<file path="config.mk">
export PLATFORM = sky130hd
export DESIGN_NAME = fractional_clock_divider_search_flat
export DESIGN_NICKNAME = d
export VERILOG_FILES = /design/src/design/fcds_pkg.sv /design/src/design/fcds_rate_if.sv /design/src/design/fcds_div_if.sv /design/src/design/fcds_ucode.sv /design/src/design/fcds_datapath.sv /design/src/design/fractional_clock_divider_search.sv /design/src/flat_wrapper.sv
export SDC_FILE = /design/constraint.sdc
export NUM_CORES = 2
export LEC_CHECK = 0
export ABC_CLOCK_PERIOD_IN_PS = 22600
export BUFFER_PORTS_ARGS = -buffer_cell sky130_fd_sc_hd__buf_2
export CAP_MARGIN = 15
export CORE_AREA = 3 3 312 468
export CTS_CLUSTER_SIZE = 8
export DETAILED_ROUTE_END_ITERATION = 16
export DIE_AREA = 0 0 315 471
export PLACE_DENSITY_LB_ADDON = 0.25
export SLEW_MARGIN = 0
export SYNTH_ARGS = -nofsm -noshare
export SYNTH_HDL_FRONTEND = slang
export SYNTH_SLANG_ARGS = --single-unit
</file>
<file path="constraint.sdc">
create_clock -name clk_i -period 22.6 [get_ports clk_i]
set_clock_uncertainty 0.1 [all_clocks]
set_input_delay 3.39 -clock clk_i [delete_from_list [all_inputs] [get_ports clk_i]]
set_output_delay 3.39 -clock clk_i [all_outputs]
set_load 0.005 [all_outputs]
</file>
<file path="src/design/fcds_pkg.sv">
// fcds_pkg: shared widths, register indexes, microcode ops, conditions and control structs
// for the fractional clock divider search; no dependencies
package fcds_pkg;

  localparam int unsigned BUS_W     = 28;
  localparam int unsigned BPS_W     = 6;
  localparam int unsigned RATE_W    = 20;
  localparam int unsigned SRC_W     = 27;
  localparam int unsigned DEN_W     = 27;
  localparam int unsigned N_W       = 8;
  localparam int unsigned B_W       = 6;
  localparam int unsigned QCNT_W    = 3;
  localparam int unsigned CFG_IDX_W = 1;
  localparam int unsigned UPC_W     = 3;

  localparam logic [BUS_W-1:0] BUS_RESET = 28'd80000000;
  localparam logic [BPS_W-1:0] BPS_RESET = 6'd16;

  localparam logic [CFG_IDX_W-1:0] CFG_BUS_CLOCK       = 1'd0;
  localparam logic [CFG_IDX_W-1:0] CFG_BITS_PER_SAMPLE = 1'd1;

  localparam int unsigned DIV_LOW             = 2;
  localparam int unsigned DIV_HIGH            = 254;
  localparam int unsigned NUM_MAX             = 63;
  localparam int unsigned MAX_DENOMINATOR_DEF = 63;

  // sequencer steps
  localparam logic [UPC_W-1:0] STEP_WAIT  = 3'd0;
  localparam logic [UPC_W-1:0] STEP_SETUP = 3'd1;
  localparam logic [UPC_W-1:0] STEP_CHECK = 3'd2;
  localparam logic [UPC_W-1:0] STEP_DIV   = 3'd3;
  localparam logic [UPC_W-1:0] STEP_INIT  = 3'd4;
  localparam logic [UPC_W-1:0] STEP_CAND0 = 3'd5;
  localparam logic [UPC_W-1:0] STEP_CAND1 = 3'd6;
  localparam logic [UPC_W-1:0] STEP_PUT   = 3'd7;

  typedef enum logic [2:0] {
    OP_LOAD,
    OP_SETUP,
    OP_CHECK,
    OP_DIV,
    OP_INIT,
    OP_CAND0,
    OP_CAND1,
    OP_PUT
  } op_e;

  typedef enum logic [2:0] {
    C_NEVER,
    C_NO_WORD,
    C_BAD,
    C_DIV_MORE,
    C_MORE_A,
    C_OUT_BUSY
  } cond_e;

  typedef struct packed {
    op_e              op;
    cond_e            cond;
    logic [UPC_W-1:0] target;
  } ctrl_t;

  typedef struct packed {
    logic in_valid;
    logic bad;
    logic div_more;
    logic more_a;
    logic out_busy;
  } stat_t;

endpackage

</file>
<file path="src/design/fcds_rate_if.sv">
// fcds_rate_if: valid/ready channel carrying one requested sample rate word
// depends on fcds_pkg
interface fcds_rate_if;
  logic                       valid;
  logic                       ready;
  logic [fcds_pkg::RATE_W-1:0] requested_rate;

  modport source (output valid, output requested_rate, input ready);
  modport sink   (input valid, input requested_rate, output ready);
endinterface

</file>
<file path="src/design/fcds_div_if.sv">
// fcds_div_if: valid/ready channel carrying one divider result word
// depends on fcds_pkg
interface fcds_div_if;
  logic                      valid;
  logic                      ready;
  logic                      status;
  logic [fcds_pkg::N_W-1:0]  divider_integer;
  logic [fcds_pkg::B_W-1:0]  fraction_numerator;
  logic [fcds_pkg::B_W-1:0]  fraction_denominator;

  modport source (output valid, output status, output divider_integer,
                  output fraction_numerator, output fraction_denominator, input ready);
  modport sink   (input valid, input status, input divider_integer,
                  input fraction_numerator, input fraction_denominator, output ready);
endinterface

</file>
<file path="src/design/fcds_ucode.sv">
// fcds_ucode: microcode rom, step counter and conditional jump logic
// depends on fcds_pkg
module fcds_ucode (
  input  logic            clk_i,
  input  logic            rst_ni,
  input  fcds_pkg::stat_t stat_i,
  output fcds_pkg::ctrl_t ctl_o
);

  logic [fcds_pkg::UPC_W-1:0] upc_q, upc_d;
  logic                       jump;

  // control store
  always_comb begin
    unique case (upc_q)
      fcds_pkg::STEP_WAIT:
        ctl_o = '{fcds_pkg::OP_LOAD,  fcds_pkg::C_NO_WORD,  fcds_pkg::STEP_WAIT};
      fcds_pkg::STEP_SETUP:
        ctl_o = '{fcds_pkg::OP_SETUP, fcds_pkg::C_NEVER,    fcds_pkg::STEP_WAIT};
      fcds_pkg::STEP_CHECK:
        ctl_o = '{fcds_pkg::OP_CHECK, fcds_pkg::C_BAD,      fcds_pkg::STEP_PUT};
      fcds_pkg::STEP_DIV:
        ctl_o = '{fcds_pkg::OP_DIV,   fcds_pkg::C_DIV_MORE, fcds_pkg::STEP_DIV};
      fcds_pkg::STEP_INIT:
        ctl_o = '{fcds_pkg::OP_INIT,  fcds_pkg::C_NEVER,    fcds_pkg::STEP_WAIT};
      fcds_pkg::STEP_CAND0:
        ctl_o = '{fcds_pkg::OP_CAND0, fcds_pkg::C_NEVER,    fcds_pkg::STEP_WAIT};
      fcds_pkg::STEP_CAND1:
        ctl_o = '{fcds_pkg::OP_CAND1, fcds_pkg::C_MORE_A,   fcds_pkg::STEP_CAND0};
      fcds_pkg::STEP_PUT:
        ctl_o = '{fcds_pkg::OP_PUT,   fcds_pkg::C_OUT_BUSY, fcds_pkg::STEP_PUT};
    endcase
  end

  always_comb begin
    unique case (ctl_o.cond)
      fcds_pkg::C_NO_WORD:  jump = !stat_i.in_valid;
      fcds_pkg::C_BAD:      jump = stat_i.bad;
      fcds_pkg::C_DIV_MORE: jump = stat_i.div_more;
      fcds_pkg::C_MORE_A:   jump = stat_i.more_a;
      fcds_pkg::C_OUT_BUSY: jump = stat_i.out_busy;
      default:              jump = 1'b0;
    endcase
  end

  // last step wraps back to wait
  assign upc_d = jump ? ctl_o.target : upc_q + fcds_pkg::UPC_W'(1);

  always_ff @(posedge clk_i or negedge rst_ni) begin
    if (!rst_ni) begin
      upc_q <= fcds_pkg::STEP_WAIT;
    end else begin
      upc_q <= upc_d;
    end
  end

  a_put_to_wait: assert property (@(posedge clk_i) disable iff (!rst_ni)
    (upc_q == fcds_pkg::STEP_PUT && !stat_i.out_busy) |=> upc_q == fcds_pkg::STEP_WAIT)
    else $error("put step did not return to wait");

  a_word_starts: assert property (@(posedge clk_i) disable iff (!rst_ni)
    (upc_q == fcds_pkg::STEP_WAIT && stat_i.in_valid) |=> upc_q == fcds_pkg::STEP_SETUP)
    else $error("accepted word did not start setup");

  a_bad_skips: assert property (@(posedge clk_i) disable iff (!rst_ni)
    (upc_q == fcds_pkg::STEP_CHECK && stat_i.bad) |=> upc_q == fcds_pkg::STEP_PUT)
    else $error("unsupported rate did not skip the search");

endmodule

</file>
<file path="src/design/fcds_datapath.sv">
// fcds_datapath: rate load, range check, bit-serial quotient, candidate compare and
// output register, driven by one control word per cycle; depends on fcds_pkg, fcds_*_if
module fcds_datapath #(
  parameter int unsigned MAX_DENOMINATOR = fcds_pkg::MAX_DENOMINATOR_DEF
) (
  input  logic                         clk_i,
  input  logic                         rst_ni,
  input  fcds_pkg::ctrl_t              ctl_i,
  output fcds_pkg::stat_t              stat_o,
  input  logic [fcds_pkg::BUS_W-1:0]   bus_clock_hz_i,
  input  logic [fcds_pkg::BPS_W-1:0]   bits_per_sample_i,
  fcds_rate_if.sink                    req_i,
  fcds_div_if.source                   res_o
);

  localparam int unsigned AW  = $clog2(MAX_DENOMINATOR + 1);
  localparam int unsigned DW  = fcds_pkg::DEN_W;
  localparam int unsigned SW  = fcds_pkg::SRC_W;
  localparam int unsigned NW  = fcds_pkg::N_W;
  localparam int unsigned BW  = fcds_pkg::B_W;
  localparam int unsigned LW  = DW + NW;
  localparam int unsigned PW  = DW + AW;
  localparam int unsigned XW  = AW + BW;

  logic [fcds_pkg::RATE_W-1:0] rate_q;
  logic [SW-1:0]               src_q;
  logic [DW-1:0]               den_q;
  logic                        fail_q;
  logic [SW-1:0]               rem_q;
  logic [LW-2:0]               dsh_q;
  logic [NW-1:0]               n_q;
  logic [fcds_pkg::QCNT_W-1:0] qcnt_q;
  logic [AW-1:0]               a_q;
  logic [AW-1:0]               b0_q;
  logic [DW-1:0]               acc_q;
  logic [DW-1:0]               best_e_q;
  logic [AW-1:0]               best_a_q;
  logic [BW-1:0]               best_b_q;

  logic                        out_valid_q;
  logic                        out_status_q;
  logic [NW-1:0]               out_n_q;
  logic [BW-1:0]               out_b_q;
  logic [BW-1:0]               out_a_q;

  logic [LW-1:0]               src_x, lim_lo, lim_hi;
  logic                        bad, div_fit, out_busy, more_a, is_c1, b_ok, better, wrap;
  logic [DW-1:0]               e_w;
  logic [XW-1:0]               b_w, a_x;
  logic [PW-1:0]               prod_new, prod_best;
  logic [DW:0]                 sum;

  // range check of the wanted divisor
  assign src_x  = LW'(src_q);
  assign lim_lo = LW'(den_q) * LW'(fcds_pkg::DIV_LOW);
  assign lim_hi = LW'(den_q) * LW'(fcds_pkg::DIV_HIGH);
  assign bad    = (den_q == '0) || (src_x < lim_lo) || (src_x >= lim_hi);

  assign div_fit = (LW-1)'(rem_q) >= dsh_q;

  // candidate error, floor or floor plus one
  assign is_c1     = (ctl_i.op == fcds_pkg::OP_CAND1);
  assign e_w       = is_c1 ? den_q - acc_q : acc_q;
  assign b_w       = is_c1 ? XW'(b0_q) + XW'(1) : XW'(b0_q);
  assign b_ok      = b_w <= XW'(fcds_pkg::NUM_MAX);
  assign prod_new  = PW'(e_w) * PW'(best_a_q);
  assign prod_best = PW'(best_e_q) * PW'(a_q);
  assign better    = b_ok && (prod_new < prod_best);

  assign sum  = (DW+1)'(acc_q) + (DW+1)'(rem_q);
  assign wrap = sum >= (DW+1)'(den_q);

  assign more_a   = a_q != AW'(MAX_DENOMINATOR);
  assign out_busy = out_valid_q && !res_o.ready;
  assign a_x      = XW'(best_a_q);

  assign stat_o.in_valid = req_i.valid;
  assign stat_o.bad      = bad;
  assign stat_o.div_more = qcnt_q != '0;
  assign stat_o.more_a   = more_a;
  assign stat_o.out_busy = out_busy;

  assign req_i.ready = (ctl_i.op == fcds_pkg::OP_LOAD);

  always_ff @(posedge clk_i) begin
    unique case (ctl_i.op)
      fcds_pkg::OP_LOAD: begin
        if (req_i.valid) begin
          rate_q <= req_i.requested_rate;
        end
      end
      fcds_pkg::OP_SETUP: begin
        src_q <= bus_clock_hz_i[fcds_pkg::BUS_W-1:1];
        den_q <= {(DW-1)'(rate_q) * (DW-1)'(bits_per_sample_i), 1'b0};
      end
      fcds_pkg::OP_CHECK: begin
        fail_q <= bad;
        rem_q  <= src_q;
        dsh_q  <= {den_q, (NW-1)'(0)};
        qcnt_q <= fcds_pkg::QCNT_W'(NW - 1);
      end
      fcds_pkg::OP_DIV: begin
        if (div_fit) begin
          rem_q <= rem_q - dsh_q[SW-1:0];
        end
        n_q    <= {n_q[NW-2:0], div_fit};
        dsh_q  <= dsh_q >> 1;
        qcnt_q <= qcnt_q - fcds_pkg::QCNT_W'(1);
      end
      fcds_pkg::OP_INIT: begin
        a_q      <= AW'(1);
        b0_q     <= '0;
        acc_q    <= rem_q;
        best_e_q <= den_q;
        best_a_q <= AW'(1);
        best_b_q <= '0;
      end
      fcds_pkg::OP_CAND0, fcds_pkg::OP_CAND1: begin
        if (better) begin
          best_e_q <= e_w;
          best_a_q <= a_q;
          best_b_q <= b_w[BW-1:0];
        end
        if (is_c1) begin
          a_q <= a_q + AW'(1);
          if (wrap) begin
            acc_q <= DW'(sum - (DW+1)'(den_q));
            b0_q  <= b0_q + AW'(1);
          end else begin
            acc_q <= DW'(sum);
          end
        end
      end
      fcds_pkg::OP_PUT: begin
        if (!out_busy) begin
          out_status_q <= fail_q;
          out_n_q      <= fail_q ? '0 : n_q;
          out_b_q      <= fail_q ? '0 : best_b_q;
          out_a_q      <= fail_q ? BW'(1) : a_x[BW-1:0];
        end
      end
    endcase
  end

  always_ff @(posedge clk_i or negedge rst_ni) begin
    if (!rst_ni) begin
      out_valid_q <= 1'b0;
    end else if (ctl_i.op == fcds_pkg::OP_PUT && !out_busy) begin
      out_valid_q <= 1'b1;
    end else if (res_o.ready) begin
      out_valid_q <= 1'b0;
    end
  end

  assign res_o.valid                = out_valid_q;
  assign res_o.status               = out_status_q;
  assign res_o.divider_integer      = out_n_q;
  assign res_o.fraction_numerator   = out_b_q;
  assign res_o.fraction_denominator = out_a_q;

  a_acc_below_den: assert property (@(posedge clk_i) disable iff (!rst_ni)
    (ctl_i.op == fcds_pkg::OP_CAND0 || ctl_i.op == fcds_pkg::OP_CAND1) |-> acc_q < den_q)
    else $error("search remainder not below frame divisor");

  a_quot_range: assert property (@(posedge clk_i) disable iff (!rst_ni)
    (ctl_i.op == fcds_pkg::OP_INIT) |->
      (n_q >= NW'(fcds_pkg::DIV_LOW) && n_q < NW'(fcds_pkg::DIV_HIGH)))
    else $error("integer divider out of range after division");

  a_best_found: assert property (@(posedge clk_i) disable iff (!rst_ni)
    (ctl_i.op == fcds_pkg::OP_PUT && !fail_q) |-> best_e_q < den_q)
    else $error("search finished without a candidate");

endmodule

</file>
<file path="src/design/fractional_clock_divider_search.sv">
// an accepted word runs setup, a range check, a bit-serial integer quotient and then the
// candidate loop over each denominator up to MAX_DENOMINATOR; an unsupported rate skips to the result
// the candidate loop uses one compare unit, trying floor and floor plus one per denominator;
// a new word is taken only after the result has loaded, and loading waits while the output is held
// reset: bus clock 80 MHz, 16 bits per sample, sequencer waiting, output empty
module fractional_clock_divider_search #(
  parameter int unsigned MAX_DENOMINATOR = fcds_pkg::MAX_DENOMINATOR_DEF
) (
  input  logic                             clk_i,
  input  logic                             rst_ni,
  input  logic                             cfg_we_i,
  input  logic [fcds_pkg::CFG_IDX_W-1:0]   cfg_idx_i,
  input  logic [fcds_pkg::BUS_W-1:0]       cfg_data_i,
  fcds_rate_if.sink                        req_i,
  fcds_div_if.source                       res_o
);

  logic [fcds_pkg::BUS_W-1:0] bus_clock_hz_q;
  logic [fcds_pkg::BPS_W-1:0] bits_per_sample_q;
  fcds_pkg::ctrl_t            ctl;
  fcds_pkg::stat_t            stat;

  always_ff @(posedge clk_i or negedge rst_ni) begin
    if (!rst_ni) begin
      bus_clock_hz_q    <= fcds_pkg::BUS_RESET;
      bits_per_sample_q <= fcds_pkg::BPS_RESET;
    end else if (cfg_we_i) begin
      unique case (cfg_idx_i)
        fcds_pkg::CFG_BUS_CLOCK:       bus_clock_hz_q    <= cfg_data_i;
        fcds_pkg::CFG_BITS_PER_SAMPLE: bits_per_sample_q <= cfg_data_i[fcds_pkg::BPS_W-1:0];
      endcase
    end
  end

  fcds_ucode u_ucode (
    .clk_i  (clk_i),
    .rst_ni (rst_ni),
    .stat_i (stat),
    .ctl_o  (ctl)
  );

  fcds_datapath #(
    .MAX_DENOMINATOR (MAX_DENOMINATOR)
  ) u_datapath (
    .clk_i             (clk_i),
    .rst_ni            (rst_ni),
    .ctl_i             (ctl),
    .stat_o            (stat),
    .bus_clock_hz_i    (bus_clock_hz_q),
    .bits_per_sample_i (bits_per_sample_q),
    .req_i             (req_i),
    .res_o             (res_o)
  );

endmodule
</file>
<file path="src/flat_wrapper.sv">
// flat-port wrapper written by rule: the top's interface ports become plain ports
module fractional_clock_divider_search_flat 
#(
  parameter int unsigned MAX_DENOMINATOR = fcds_pkg::MAX_DENOMINATOR_DEF
)
  (clk_i, rst_ni, cfg_we_i, cfg_idx_i, cfg_data_i, req_i_valid, req_i_requested_rate, req_i_ready, res_o_valid, res_o_status, res_o_divider_integer, res_o_fraction_numerator, res_o_fraction_denominator, res_o_ready);
  fcds_rate_if req_i_i ();
  fcds_div_if res_o_i ();
  input  logic clk_i;
  input  logic rst_ni;
  input  logic cfg_we_i;
  input  logic [fcds_pkg::CFG_IDX_W-1:0] cfg_idx_i;
  input  logic [fcds_pkg::BUS_W-1:0] cfg_data_i;
  input wire logic [$bits(req_i_i.valid)-1:0] req_i_valid;
  input wire logic [$bits(req_i_i.requested_rate)-1:0] req_i_requested_rate;
  output wire logic [$bits(req_i_i.ready)-1:0] req_i_ready;
  output wire logic [$bits(res_o_i.valid)-1:0] res_o_valid;
  output wire logic [$bits(res_o_i.status)-1:0] res_o_status;
  output wire logic [$bits(res_o_i.divider_integer)-1:0] res_o_divider_integer;
  output wire logic [$bits(res_o_i.fraction_numerator)-1:0] res_o_fraction_numerator;
  output wire logic [$bits(res_o_i.fraction_denominator)-1:0] res_o_fraction_denominator;
  input wire logic [$bits(res_o_i.ready)-1:0] res_o_ready;
  assign req_i_i.valid = req_i_valid;
  assign req_i_i.requested_rate = req_i_requested_rate;
  assign req_i_ready = req_i_i.ready;
  assign res_o_valid = res_o_i.valid;
  assign res_o_status = res_o_i.status;
  assign res_o_divider_integer = res_o_i.divider_integer;
  assign res_o_fraction_numerator = res_o_i.fraction_numerator;
  assign res_o_fraction_denominator = res_o_i.fraction_denominator;
  assign res_o_i.ready = res_o_ready;
  fractional_clock_divider_search #(.MAX_DENOMINATOR(MAX_DENOMINATOR)) u_core (.clk_i(clk_i), .rst_ni(rst_ni), .cfg_we_i(cfg_we_i), .cfg_idx_i(cfg_idx_i), .cfg_data_i(cfg_data_i), .req_i(req_i_i), .res_o(res_o_i));
endmodule
</file>
Yosys cells after proc, flatten, opt, wreduce, memory -nomap -nowiden
Memory sizes are Yosys's and may differ from the RTL's.
Index checks and enable logic that the tools add are counted.
{ "totals": {"regBits": 283, "romBits": 72, "in_bits": 54, "out_inout_bits": 23, "mem_count": 1} }
{ "op_classes": {"n_addsub": 9, "multipliers": 4, "magnitude_cmp": 6, "n_eq_ne": 17, "muxes": 24, "bitwise": 2, "n_reduce_logical": 23} }
{ "memory_table": {"columns": ["name", "depth", "word_bits", "read_ports", "rd_ports_with_merged_regs", "wr", "line", "text"], "rows": [
  ["(name not given)", 8, 9, 1, 0, 0, "fcds_ucode.sv:15", "unique case (upc_q)"]
]} }
{ "op_table": {"columns": ["operator", "count"], "rows": [
  ["$pmux W27 S2", 3],
  ["$mux W27", 5],
  ["$sub A27 B27 Y27", 3],
  ["$pmux W34 S2", 1],
  ["$mul A27 B6 Y33", 2],
  ["$pmux W6 S2", 4],
  ["$ge A27 B35 Y1", 1],
  ["$ge A27 B34 Y1", 1],
  ["$lt A33 B33 Y1", 1],
  ["$mul A26 B7 Y33 const B", 1],
  ["$mux W6", 5],
  ["$add A27 B27 Y28", 1],
  ["$ge A28 B27 Y1", 1],
  ["$lt A27 B28 Y1", 1],
  ["$logic_not A27 Y1", 1],
  ["$mul A20 B6 Y26", 1],
  ["$eq A3 B3 Y1 const B", 6],
  ["$reduce_and A2 Y1", 7],
  ["$add A6 B1 Y6 const B", 2],
  ["$eq A3 B2 Y1 const B", 4],
  ["$ne A2 B2 Y1 const B", 4],
  ["$add A6 B1 Y7 const B", 1],
  ["$le A7 B6 Y1 const B", 1],
  ["$mux W7", 1],
  ["other kinds (17)", 27]
]} }

Depth between registers and ports, before layout
An unclocked memory read counts as a cell.
{ "logic_depth": {"word_depth": 8, "depth_mapped": 37, "depth_no_buf": 36} }

Cells and area by module
A second synthesis with hierarchy kept.
{ "hier_totals": {"hier_cells": 3742, "hier_area_um2": 35332.6} }
{ "modules_own_cells": {"columns": ["module", "instances", "cells_per_inst", "area_per_inst_um2", "seq_area_each_um2"], "rows": [
  ["fcds_datapath", 1, 3634, 33672.3, 7382.1],
  ["fractional_clock_divider_search", 1, 73, 1388.8, 862.1],
  ["fcds_ucode", 1, 35, 271.5, 75.1]
]} }

Worst setup path after synthesis
No wires, ideal clock.
{ "synth_timing": {"path_kind": "reg2reg", "start": "reg u_core.u_datapath.den_q[1]", "end": "reg u_core.u_datapath.best_a_q[0], enable pin", "arrival_time_ps": 8687, "t_required_ps": 22095, "slack_ps": 13408, "path_stages_with_launch": 35, "n_path_buf": 0, "period_less_slack_ps": 9192, "path_cell_list": "edfxtp_1 -> fa_1 -> a21o_1 -> a31oi_1 -> o21ai_1 -> a311o_1 -> a21oi_1 -> o21bai_1 -> xnor2_1 -> nor2_1 -> a21oi_1 -> nor2b_1 -> fa_1 -> fa_1 -> inv_1 -> fa_1 -> inv_1 -> ha_1 -> nand3_1 -> nor2_1 -> inv_1 -> a2111oi_0 -> nor3_1 -> o31ai_1 -> a21oi_1 -> xnor2_1 -> ha_1 -> nand4_1 -> nor2_1 -> a2111oi_0 -> nand2_1 -> nor2_1 -> o21ai_0 -> a2111oi_0 -> a311o_1"} }
{ "synth_via": {"elab_chain_len": 7} }
{ "synth_lines": {"columns": ["element", "line", "text"], "rows": [
  ["from (decl)", "fcds_datapath.sv:27", "logic [DW-1:0] den_q;"],
  ["from (signal assigned)", "fcds_datapath.sv:94", "den_q <= {(DW-1)'(rate_q) * (DW-1)'(bits_per_sample_i), 1'b0};"],
  ["$sub A27 B27 Y27", "fcds_datapath.sv:63", "assign e_w = is_c1 ? den_q - acc_q : acc_q;"],
  ["$mux W27", "fcds_datapath.sv:63", null],
  ["$mul A27 B6 Y33", "fcds_datapath.sv:66", "assign prod_new = PW'(e_w) * PW'(best_a_q);"],
  ["$lt A33 B33 Y1", "fcds_datapath.sv:68", "assign better = b_ok && (prod_new < prod_best);"],
  ["$logic_and A1 B1 Y1", "fcds_datapath.sv:68", null],
  ["$ne A2 B2 Y1 (no line)", null, null],
  ["$reduce_and A2 Y1 (no line)", null, null],
  ["to (signal assigned)", "fcds_datapath.sv:121", "best_a_q <= a_q;"],
  ["to (decl)", "fcds_datapath.sv:37", "logic [AW-1:0] best_a_q;"]
]} }
No other way between the ends.
A chain may end at the register's enable or synchronous reset.

Worst setup path in the final report
{ "layout_timing": {"start": "reg u_core.u_datapath.den_q[1]", "end": "reg u_core.u_datapath.best_b_q[5], enable pin"} }
{ "layout_via": {"elab_chain_len": 7} }
{ "layout_lines": {"columns": ["element", "line", "text"], "rows": [
  ["$sub A27 B27 Y27", "fcds_datapath.sv:63", null],
  ["$mux W27", "fcds_datapath.sv:63", null],
  ["$mul A27 B6 Y33", "fcds_datapath.sv:66", null],
  ["$lt A33 B33 Y1", "fcds_datapath.sv:68", null],
  ["$logic_and A1 B1 Y1", "fcds_datapath.sv:68", null],
  ["$ne A2 B2 Y1 (no line)", null, null],
  ["$reduce_and A2 Y1 (no line)", null, null],
  ["to (signal assigned)", "fcds_datapath.sv:122", "best_b_q <= b_w[BW-1:0];"],
  ["to (decl)", "fcds_datapath.sv:38", "logic [BW-1:0] best_b_q;"]
]} }
No other way between the ends.

==> summary.txt <==
Drt
  • Vias per cell: 4.59
  • WL final: about 99 mm
  • Remaining DRCs: 0
  • Routed via count: approximately 26000
  • Post-route ant nets: 0
  • Initial DRC Count: ~950
  • DR pass1 iterations: 5
  • Routed wire per std cell: between 15 and 20 µm

Clock network
  • Root Driver: clkbuf_16
  • Inserted Clock Buffers: 43
  • CTS tree: yes
  • Worst-path clk slew: ~50 ps
  • CTS Sinks: between 200 and 300
  • Setup fix buffers added after clock tree synthesis: 0
  • Max Root-Sink Buffers: 3
  • Cts repair resizes: 0
  • Hold-fix buffers at CTS: 0
  • Clock H-tree levels: 2
  • Worst skew pair latency: 590 ps

STA
  • Slew Limit Fails: 0
  • Peak Freq: ~0.095 GHz
  • Rel. slew slack: 0.303
  • Actual slew at the worst max-slew pin: 1050 ps
  • Hold Vio Cnt, Final: 0
  • Crit path time final: about 11000 ps
  • RSZ-0062 raised after global routing: false
  • Final setup TNS: 0 ps
  • Final setup violation count: 0
  • Final period util: 0.467

Finish
  • Commonest non-fill, non-tap cells in the layout: inv_1, nand2_1, fa_1, ha_1, edfxtp_1
  • Register Area: about 8300 µm²
  • Leading cell type in the layout, fill and taps excluded: inv_1
  • Area taken by multi-input logic gates: 24800 µm²
  • Final cell count without fillers: between 5000 and 6000
  • Layout cell share with drive strength beyond 1: 0.0687
  • Design Area, Final: a little under 40000 µm²
  • NumNets Final: approximately 4600
  • Area grow syn2layout: 11.0%
  • Filler instances: between 15000 and 20000
  • End-of-flow core utilization: 0.276

Worst setup path
  • Max stage delay cell, worst path: a311o_2
  • Crit-path max cell delay: 900 ps
  • Crit path DAT: around 11000 ps
  • Critical Path RT: ~23000 ps
  • Worst path most repeated cell: nor2_1
  • Reg2Reg Setup Slack: about 12000 ps
  • Critical path type: reg -> reg
  • CP Capture Type: flop
  • Setup crit start kind: flop
  • Top fanout value on the critical path: 39

Logic synthesis
  • EDFF count, synth: about 250
  • Synthesis Warnings: 0
  • Post-synth ARST share: 0.131
  • Synth Instances: 3771
  • Main synth FF type: edfxtp_1
  • Mapped Area: 35400 µm²
  • Post-Syn Nets: about 4600
  • Syn avg cell area: between 9 and 10 µm²
  • Register area share after synthesis: 0.234
  • Synth Register Bits: roughly 280
  • Count of cell types in the netlist: 88

Floorplan
  • Die W: ~320 µm
  • Site row count: 170
  • Num ports: 77
  • Core area: 143000 µm²
  • DIE AREA: about 150000 µm²
  • Initial Util: 0.248
  • Die height: between 400 and 500 µm

Global routing
  • Number of antenna violations at the first check in global routing: 1
  • First-pass GRT wire length: 160 mm
  • Vias in the first global route: about 29000
  • Largest net degree at the start of global routing: 74
  • Grt total ovfl: 0
  • GR Util All Layers: 0.136

Placed design
  • Placement Cell Area: 38100 µm²
  • Hpwl dp: roughly 82 mm
  • Placer Congestion: 0.861
  • Port bufs: between 70 and 80
  • Placed cells: 5669

Status
  • Status: complete, no violations

Min path
  • Worst min-delay path class: reg -> reg

Run
  • Max_cap viols: 0
per-layer routing:
| metal | up-vias | track usage | share of wire | wire length, µm |
|---|---|---|---|---|
| li1 | 12800 | - | - | - |
| met1 | 13100 | 0.149 | 0.39 | 38800 |
| met2 | 336 | 0.268 | 0.56 | 55200 |
| met3 | 146 | 0.0114 | 0.020 | 1950 |
| met4 | 0 | 0.0458 | 0.035 | 3450 |
| met5 | - | 0 | 0 | 0 |
Yosys cell counts (all sizes together) (23+ instances only):
master	number	area share
o211ai	24	0.0055
nor3	43	0.0061
edfxtp	245	0.21
o21bai	32	0.0068
nand2	469	0.050
o21a	27	0.0057
a21o	106	0.023
a31oi	23	0.0041
ha	375	0.13
nand2b	26	0.0046
nor2	163	0.017
fa	374	0.21
xnor2	122	0.030
a21oi	198	0.028
nand3	49	0.0069
inv	523	0.055
nor2b	169	0.030
xor2	64	0.016
a211oi	23	0.0052
o21ai	184	0.026
mux2	58	0.018
nand4	35	0.0062
clkbuf	85	0.0093
mux2i	25	0.0072
dfrtp	28	0.020
and2	90	0.016
worst max-delay path, delay by kind of cell (launching register included):
family                   cells  cell delay (ps)
XOR/XNOR                     1              130
flip-flops                   1              590
AO/OA/AOI/OAI               14             5240
adder cells (fa/ha/maj)      6             2620
AND/OR/NAND/NOR             10             1290
buffers and inverters        3              150
kinds of logic (layout without fill, tap and decap cells):
group           Yosys count  count (layout)  synth area share
flops                   282             282             0.234
mux                      83              83            0.0256
fa+ha+maj               749             749             0.344
buf+inv                 625             709            0.0676
simple gates           1118            1118             0.151
compound gates          728             728             0.132
xor+xnor                186             186            0.0460
other cells               0               1                 0
sequential cells by signal, summed over array words and instances, names as in the netlist, 3 cells and up:
| signal | cells |
|---|---|
| u_core.bits_per_sample_q | 6 |
| u_core.bus_clock_hz_q | 27 |
| u_core.u_datapath.a_q | 6 |
| u_core.u_datapath.acc_q | 27 |
| u_core.u_datapath.b0_q | 6 |
| u_core.u_datapath.best_a_q | 6 |
| u_core.u_datapath.best_b_q | 6 |
| u_core.u_datapath.best_e_q | 27 |
| u_core.u_datapath.den_q | 26 |
| u_core.u_datapath.dsh_q | 34 |
| u_core.u_datapath.n_q | 8 |
| u_core.u_datapath.qcnt_q | 3 |
| u_core.u_datapath.rate_q | 20 |
| u_core.u_datapath.rem_q | 27 |
| u_core.u_datapath.res_o.divider_integer | 8 |
| u_core.u_datapath.res_o.fraction_denominator | 6 |
| u_core.u_datapath.res_o.fraction_numerator | 6 |
| u_core.u_datapath.src_q | 27 |
| u_core.u_ucode.upc_q | 3 |
per-stage QoR:
step	worst slack (ps)	hold slack [ps]
final	12040	336
after global routing	11130	354
after CTS	11810	339
after detailed placement	11860	327
after global placement	12060	323
after floorplan	13410	318
cell type report:
type                    instances  area share
flip-flops and latches        282       0.211
diodes                          1   0.0000636
multi-input cells            2864       0.631
well taps                    1892      0.0601
clock inverters                 6     0.00181
repair buffers                107      0.0156
clock buffers                  72      0.0312
inverters                     524      0.0500
final timing paths:
check	to	from	cells after the start
max reg2reg	u_core.u_datapath.best_b_q[5]$_SDFFCE_PP0P_	u_core.u_datapath.den_q[1]$_DFFE_PN_	34
min reg2reg	u_core.u_datapath.n_q[7]$_DFFE_PN_	u_core.u_datapath.n_q[6]$_DFFE_PN_	0
max in group asynchronous	u_core.u_datapath.res_o.valid$_DFFE_PN0P_	rst_ni	2
max	u_core.u_datapath.best_b_q[5]$_SDFFCE_PP0P_	u_core.u_datapath.den_q[1]$_DFFE_PN_	34
min in group asynchronous	u_core.bus_clock_hz_q[25]$_DFFE_PN0P_	rst_ni	2
min	u_core.u_datapath.n_q[7]$_DFFE_PN_	u_core.u_datapath.n_q[6]$_DFFE_PN_	0
Power is left out: the tool's default activity adds up to more than one toggle a clock period on the data nets, which glitch-free logic cannot reach.
